**src/mvaa_pkg.sv**
```systemverilog
// Shared types and constants of the mixed Voronoi area accumulator.
`timescale 1ns / 1ps
package mvaa_pkg;

  localparam int DEF_NODES = 1024;
  localparam int NODE_W    = 10;
  localparam int COORD_W   = 24;
  localparam int AREA_W    = 48;
  localparam int PROD_W    = 98;   // dot * squared length
  localparam int DEN_W     = 53;   // 8 * |doubled area|
  localparam int DIV_STEPS = 48;

  localparam logic [AREA_W-1:0] AREA_MAX = '1;

  localparam logic OP_ADD  = 1'b0;
  localparam logic OP_READ = 1'b1;

  localparam logic [1:0] ST_OK    = 2'd0;
  localparam logic [1:0] ST_DEGEN = 2'd1;
  localparam logic [1:0] ST_SAT   = 2'd2;

  typedef enum logic [3:0] {
    S_CLEAR, S_IDLE, S_C1, S_C2, S_C3, S_C4, S_DECIDE, S_TERM, S_MUL, S_MFLUSH,
    S_DIV_GO, S_DIV_WAIT, S_NRD, S_NWR, S_RRD, S_RESP
  } state_t;

  typedef struct packed {
    logic       load;
    logic       clear;
    logic       decide;
    logic       mul_clear;
    logic       mul_step;
    logic       div_start;
    logic       node_wr;
    logic       respond;
    logic [1:0] term;
    logic [1:0] node;
  } cmd_t;

  typedef struct packed {
    logic clear_last;
    logic is_read;
    logic degen;
    logic obtuse;
    logic skip;
    logic mul_last;
    logic div_done;
  } stat_t;

endpackage

```
**src/mvaa_ctrl.sv**
```systemverilog
// Sequencer for the area accumulator.
`timescale 1ns / 1ps
module mvaa_ctrl (
  input  logic            clk,
  input  logic            rst,
  input  logic            start,
  output logic            busy,
  input  mvaa_pkg::stat_t stat,
  output mvaa_pkg::cmd_t  cmd
);
  import mvaa_pkg::*;

  state_t     state, state_next;
  logic [1:0] term, term_next;
  logic [1:0] node, node_next;

  always_ff @(posedge clk) begin
    if (rst) begin
      state <= S_CLEAR;
      term  <= '0;
      node  <= '0;
    end else begin
      state <= state_next;
      term  <= term_next;
      node  <= node_next;
    end
  end

  always_comb begin
    state_next = state;
    term_next  = term;
    node_next  = node;
    case (state)
      S_CLEAR:  if (stat.clear_last) state_next = S_IDLE;
      S_IDLE:   if (start) state_next = S_C1;
      S_C1: begin
        node_next  = '0;
        state_next = stat.is_read ? S_RRD : S_C2;
      end
      S_C2:     state_next = S_C3;
      S_C3:     state_next = S_C4;
      S_C4:     state_next = S_DECIDE;
      S_DECIDE: begin
        term_next = '0;
        if (stat.degen)       state_next = S_RESP;
        else if (stat.obtuse) state_next = S_NRD;
        else                  state_next = S_TERM;
      end
      S_TERM: begin
        if (!stat.skip)        state_next = S_MUL;
        else if (term == 2'd2) state_next = S_NRD;
        else                   term_next  = term + 2'd1;
      end
      S_MUL:    if (stat.mul_last) state_next = S_MFLUSH;
      S_MFLUSH: state_next = S_DIV_GO;
      S_DIV_GO: state_next = S_DIV_WAIT;
      S_DIV_WAIT: begin
        if (stat.div_done) begin
          if (term == 2'd2) begin
            state_next = S_NRD;
          end else begin
            term_next  = term + 2'd1;
            state_next = S_TERM;
          end
        end
      end
      S_NRD:    state_next = S_NWR;
      S_NWR: begin
        if (node == 2'd2) begin
          state_next = S_RESP;
        end else begin
          node_next  = node + 2'd1;
          state_next = S_NRD;
        end
      end
      S_RRD:    state_next = S_RESP;
      S_RESP:   state_next = S_IDLE;
      default:  state_next = S_CLEAR;
    endcase
  end

  always_comb begin
    cmd      = '0;
    cmd.term = term;
    cmd.node = node;
    busy     = (state != S_IDLE);
    case (state)
      S_CLEAR:  cmd.clear     = 1'b1;
      S_IDLE:   cmd.load      = start;
      S_DECIDE: cmd.decide    = 1'b1;
      S_TERM:   cmd.mul_clear = !stat.skip;
      S_MUL:    cmd.mul_step  = 1'b1;
      S_DIV_GO: cmd.div_start = 1'b1;
      S_NWR:    cmd.node_wr   = 1'b1;
      S_RESP:   cmd.respond   = 1'b1;
      default:  cmd.load      = 1'b0;
    endcase
  end

endmodule

```
**config.mk**
```make
export PLATFORM = sky130hd
export DESIGN_NAME = mvaa_ctrl
export DESIGN_NICKNAME = d
export VERILOG_FILES = /design/src/mvaa_pkg.sv /design/src/mvaa_ctrl.sv
export SDC_FILE = /design/constraint.sdc
export NUM_CORES = 1
export LEC_CHECK = 0
export CAP_MARGIN = 0
export CORE_MARGIN = 5
export CORE_UTILIZATION = 40
export CTS_BUF_LIST = sky130_fd_sc_hd__clkbuf_8
export DETAILED_ROUTE_END_ITERATION = 16
export DONT_BUFFER_PORTS = 1
export SLEW_MARGIN = 20
export SYNTH_ARGS = -nofsm -noshare
export SYNTH_HDL_FRONTEND = slang
export SYNTH_SLANG_ARGS = --single-unit
```
**constraint.sdc**
```tcl
create_clock -name clk -period 2.2 [get_ports clk]
set_input_delay 0.11 -clock clk [delete_from_list [all_inputs] [get_ports clk]]
set_output_delay 0.11 -clock clk [all_outputs]
set_load 0.05 [all_outputs]
```
# Yosys cells after proc, flatten, opt, wreduce, memory -nomap -nowiden
# Index checks and enable logic that the tools add are counted.
[totals]
regBits = 8
latchBits = 0
ramBits = 0
romBits = 0
inputBits = 10
memories = 0
[classes]
addsub = 2
n_mul = 0
div_mod_pow = 0
order_cmp = 0
eq_ne = 25
shifts = 0
muxes = 26
bitwise_logic = 0
reduce_logical = 7
[ops]
columns = ["operator", "n"]
rows = [
  ["$pmux 4 s16", 1],
  ["$mux 4", 10],
  ["$eq 4x4->1 const B", 8],
  ["$eq 4x3->1 const B", 4],
  ["$ne 2x2->1 const B", 6],
  ["$mux 2", 5],
  ["$eq 4x2->1 const B", 2],
  ["$mux 1", 8],
  ["$pmux 2 s3", 1],
  ["$reduce_and 5->1", 1],
  ["$add 2x1->2 const B", 2],
  ["$eq 2x2->1 const B", 2],
  ["$eq 4x1->1 const B", 1],
  ["$logic_not 4->1", 1],
  ["$ne 4x1->1 const B", 1],
  ["$pmux 2 s2", 1],
  ["$ne 3x3->1 const B", 1],
  ["$reduce_and 3->1", 1],
  ["$reduce_bool 3->1", 1],
  ["$reduce_and 2->1", 1],
  ["$reduce_bool 2->1", 1],
  ["$logic_not 1->1", 1],
]

# Longest topological paths before layout
[logic_depth]
ltp_word = 4
mapped_depth = 7
ltp_nobuf = 7

# Least setup slack after synthesis
# Ideal clock, no wire load.
[synth_timing]
kind = "register -> register"
from = "register state[2]"
to = "register state[0]"
arrival_time_ps = 2582
required_ps = 2114
slack_ps = -468
stages_incl_launch_ff = 6
period_less_slack_ps = 2668
cell_sequence = "dfxtp_1 buf_2 buf_2 nor4_1 nor4b_1 a211oi_1"
[synth_via]
elab_chain_len = 3
[synth_lines]
columns = ["element", "line", "source"]
rows = [
  ["start: declaration", "mvaa_ctrl.sv:13", "state_t state, state_next;"],
  ["start signal: assignment", "mvaa_ctrl.sv:23", "state <= state_next;"],
  ["$eq 4x3->1, or another cell as far along", "mvaa_ctrl.sv:33", "case (state)"],
  ["$ne 3x3->1 (no line) / $ne 2x2->1 (equally long branches)", "--", ""],
  ["$reduce_and 5->1 (no line)", "--", ""],
]
# Several ways; a longest one is shown, not always the timed one.
# A chain may end at the register's enable or synchronous reset.

==> qor.json <==
{
  "area_delta_synth_final_pct": 21.7,
  "yosys_warnings": 0,
  "avgSynthCellArea_um2": 7.10,
  "crit_path_start_kind": "register",
  "routed_wl_mm": 1.84,
  "postRouteAntennaNets": 0,
  "cts-root-buf": "sky130_fd_sc_hd__clkbuf_8",
  "regArea_um2": 160,
  "worst_path_dominant_cell_family": "simple AND/OR/NAND/NOR gates",
  "clkTransAtPathRegs_ns": 0.05,
  "global_route_wire_length_before_repair_mm": 3.05,
  "wl_per_cell_um": 15.1,
  "cts_tree": "built",
  "critical_path.slowest_cell": "sky130_fd_sc_hd__dfxtp_1",
  "run_status": "completed",
  "syn_area_um2": 682,
  "die_width_um": 51.3,
  "final_hpwl_dp_mm": 1.37,
  "num_antenna_cells": 0,
  "clkLatencyLatePin_ns": 0.23,
  "synthesized_nets": 108,
  "timing_worst_slew_pin_value_ns": 0.720,
  "num_vias": 721,
  "num_rows": 15,
  "worst-path-max-fanout": 20,
  "crit_path_kind": "register to output port",
  "ir_worst_vdd_mv": 0.457,
  "crit_chain": "nor2b_1 -> and3_1",
  "postLayoutSetupSlackWorst_ns": 0.280,
  "finClkSkew_ns": 0.00703,
  "report.final.slew_viol_count": 0,
  "leakage_uw": 0.000316,
  "fillers": 179,
  "post_placement_setup_slack_ns": 0.365,
  "drive_above_1_share": 0.229,
  "cp_num_buf_inv": 0,
  "max_freq_mhz": 521,
  "number_of_primary_i_o_pins": 23,
  "synth_top_area_share": 0.235,
  "final_util": 0.497,
  "die_footprint_um2": 2630,
  "initial_core_util": 0.408,
  "worstPathRequired_ns": 2.09,
  "grt_pass1_vias": 683,
  "cell_types_with_the_highest_counts_after_synthesis": "9 x sky130_fd_sc_hd__nand2_1, 9 x sky130_fd_sc_hd__nor2_1, 8 x sky130_fd_sc_hd__dfxtp_1",
  "die_h_um": 51.3,
  "hold_viol_final": 0,
  "final_period_minus_worst_setup_slack_ns": 1.92,
  "drc_errors": 0,
  "yosys_most_used_dff": "sky130_fd_sc_hd__dfxtp_1",
  "timing.final.setup_violations": 0,
  "yosys.cell_types.count": 35,
  "htree_num_levels": 1,
  "firstDrtPassIters": 4,
  "hp-class": "input port to register",
  "synth_seq_cells": 8,
  "layout.nets": 119,
  "worstRegToRegCells": 5,
  "finalCritPeriodShare": 0.873,
  "synth_async_sr_flop_share": 0,
  "worstSetupEndpointType": "output port",
  "maximum_number_of_pins_on_one_net_before_global_route_repair": 21,
  "core_region_area_um2": 1670,
  "drv.max_cap_violation_count": 0,
  "ys_top_cells_by_area": "sky130_fd_sc_hd__dfxtp_1 23%, sky130_fd_sc_hd__a21oi_1 5.1%, sky130_fd_sc_hd__nand2_1 5.0%",
  "synth_sequential_area_ratio": 0.235,
  "post_synth_inst_count": 96,
  "synth-edff-count": 0,
  "data_arrival_time_at_the_worst_slack_endpoint_ns": 1.81,
  "clock-sinks": 8,
  "power.density_nw_per_um2": 1140,
  "cts_buffer_depth": 2,
  "stage_delay_of_the_slowest_cell_on_the_critical_path_ns": 0.78,
  "number_of_stages_on_the_worst_hold_path": 2,
  "routed_via_count_divided_by_cell_count": 5.91,
  "drt_iter0_drcs": 10,
  "critical_path_cell_count": 2,
  "weighted_congestion_at_the_end_of_routability_driven_global_placement": 0.831,
  "yosys.area.top_type": "sky130_fd_sc_hd__dfxtp_1",
  "grt_setup_unrepaired": "no",
  "grt_remaining_overflow": 0,
  "numCtsBuffers": 3,
  "multiInputGateArea_um2": 480,
  "antenna_found_initial": 0,
  "port_buffers": 0,
  "grt.total_usage": 0.152,
  "relSlewSlack": 0.520,
  "cts.repair.resized": 0
}
-- cells by family after synthesis --
kind of cell / Yosys count / share of synthesized area
buffers and inverters: 13 / 0.0936
DFF: 8 / 0.235
muxes: 2 / 0.0294
adders and majority gates: 2 / 0.0367
xor gates and xnor gates: 1 / 0.0128
AOI/OAI and AO/OA: 22 / 0.220
and+or+nand+nor: 48 / 0.372
-- per-layer routing --
layer,up-vias,track usage,share of wire
li1,369,-,-
met1,320,0.163,0.40
met2,30,0.266,0.47
met3,2,0.0671,0.12
met4,0,0.0480,0.0076
met5,-,0,0
-- sequential cells by signal, indices dropped and copies added, names as in the netlist --
name   count
state      4
term       2
node       2
-- repair_timing --
action	in CTS	in global routing
hold endpoints to repair	8	0
setup buffers	0	0
hold buffers	1	0
setup endpoints to repair	0	0
-- cell type report --
cell class                 count  share of cell area
clock buffer                   3              0.0498
inverter                       5              0.0226
multi-input combinational     75               0.579
sequential                     8               0.193
tap                           17              0.0256
timing repair buffer          14               0.130
-- power breakdown --
| part | internal (µW) | leakage (µW) | switching (µW) | total, µW |
|---|---|---|---|---|
| clock | 119 | 0.0000216 | 60.3 | 179 |
| combinational | 182 | 0.000230 | 317 | 498 |
| sequential | 171 | 0.0000651 | 99.4 | 270 |
| total | 471 | 0.000316 | 476 | 948 |
-- final timing paths --
check / from / end / slack (ns)
worst min-delay path: stat[2] / state[2]$_SDFFE_PP0P_ / 0.11
worst min register to register: term[0]$_SDFFE_PP0P_ / term[0]$_SDFFE_PP0P_ / 0.55
worst max-delay path: state[0]$_SDFFE_PP0P_ / cmd[11] / 0.28
worst max register to register: state[0]$_SDFFE_PP0P_ / state[0]$_SDFFE_PP0P_ / 0.33
-- per-stage QoR --
stage	power, µW	cell area [µm²]	std cells	setup TNS, ns	hold WS (ns)
2_1_floorplan	686	699	96	-0.123	0.306
3_3_place_gp	759	778	118	0	0.184
3_5_place_dp	766	778	118	0	0.185
4_1_cts	951	830	122	0	0.116
5_1_grt	1020	830	122	0	0.129
6_report	948	830	122	0	0.109
-- placed cells by master, fill, tap and decap left out, types with 4 or more instances in the layout --
cell                       Yosys  layout
sky130_fd_sc_hd__nand3_1       5       5
sky130_fd_sc_hd__nand2b_1      5       5
sky130_fd_sc_hd__nor2_1        9       9
sky130_fd_sc_hd__dfxtp_1       8       8
sky130_fd_sc_hd__a21oi_1       7       7
sky130_fd_sc_hd__nand2_1       9       9
sky130_fd_sc_hd__buf_4         0      13
sky130_fd_sc_hd__o21ai_0       4       4
Note: power is estimated with default switching activity, not from simulation.
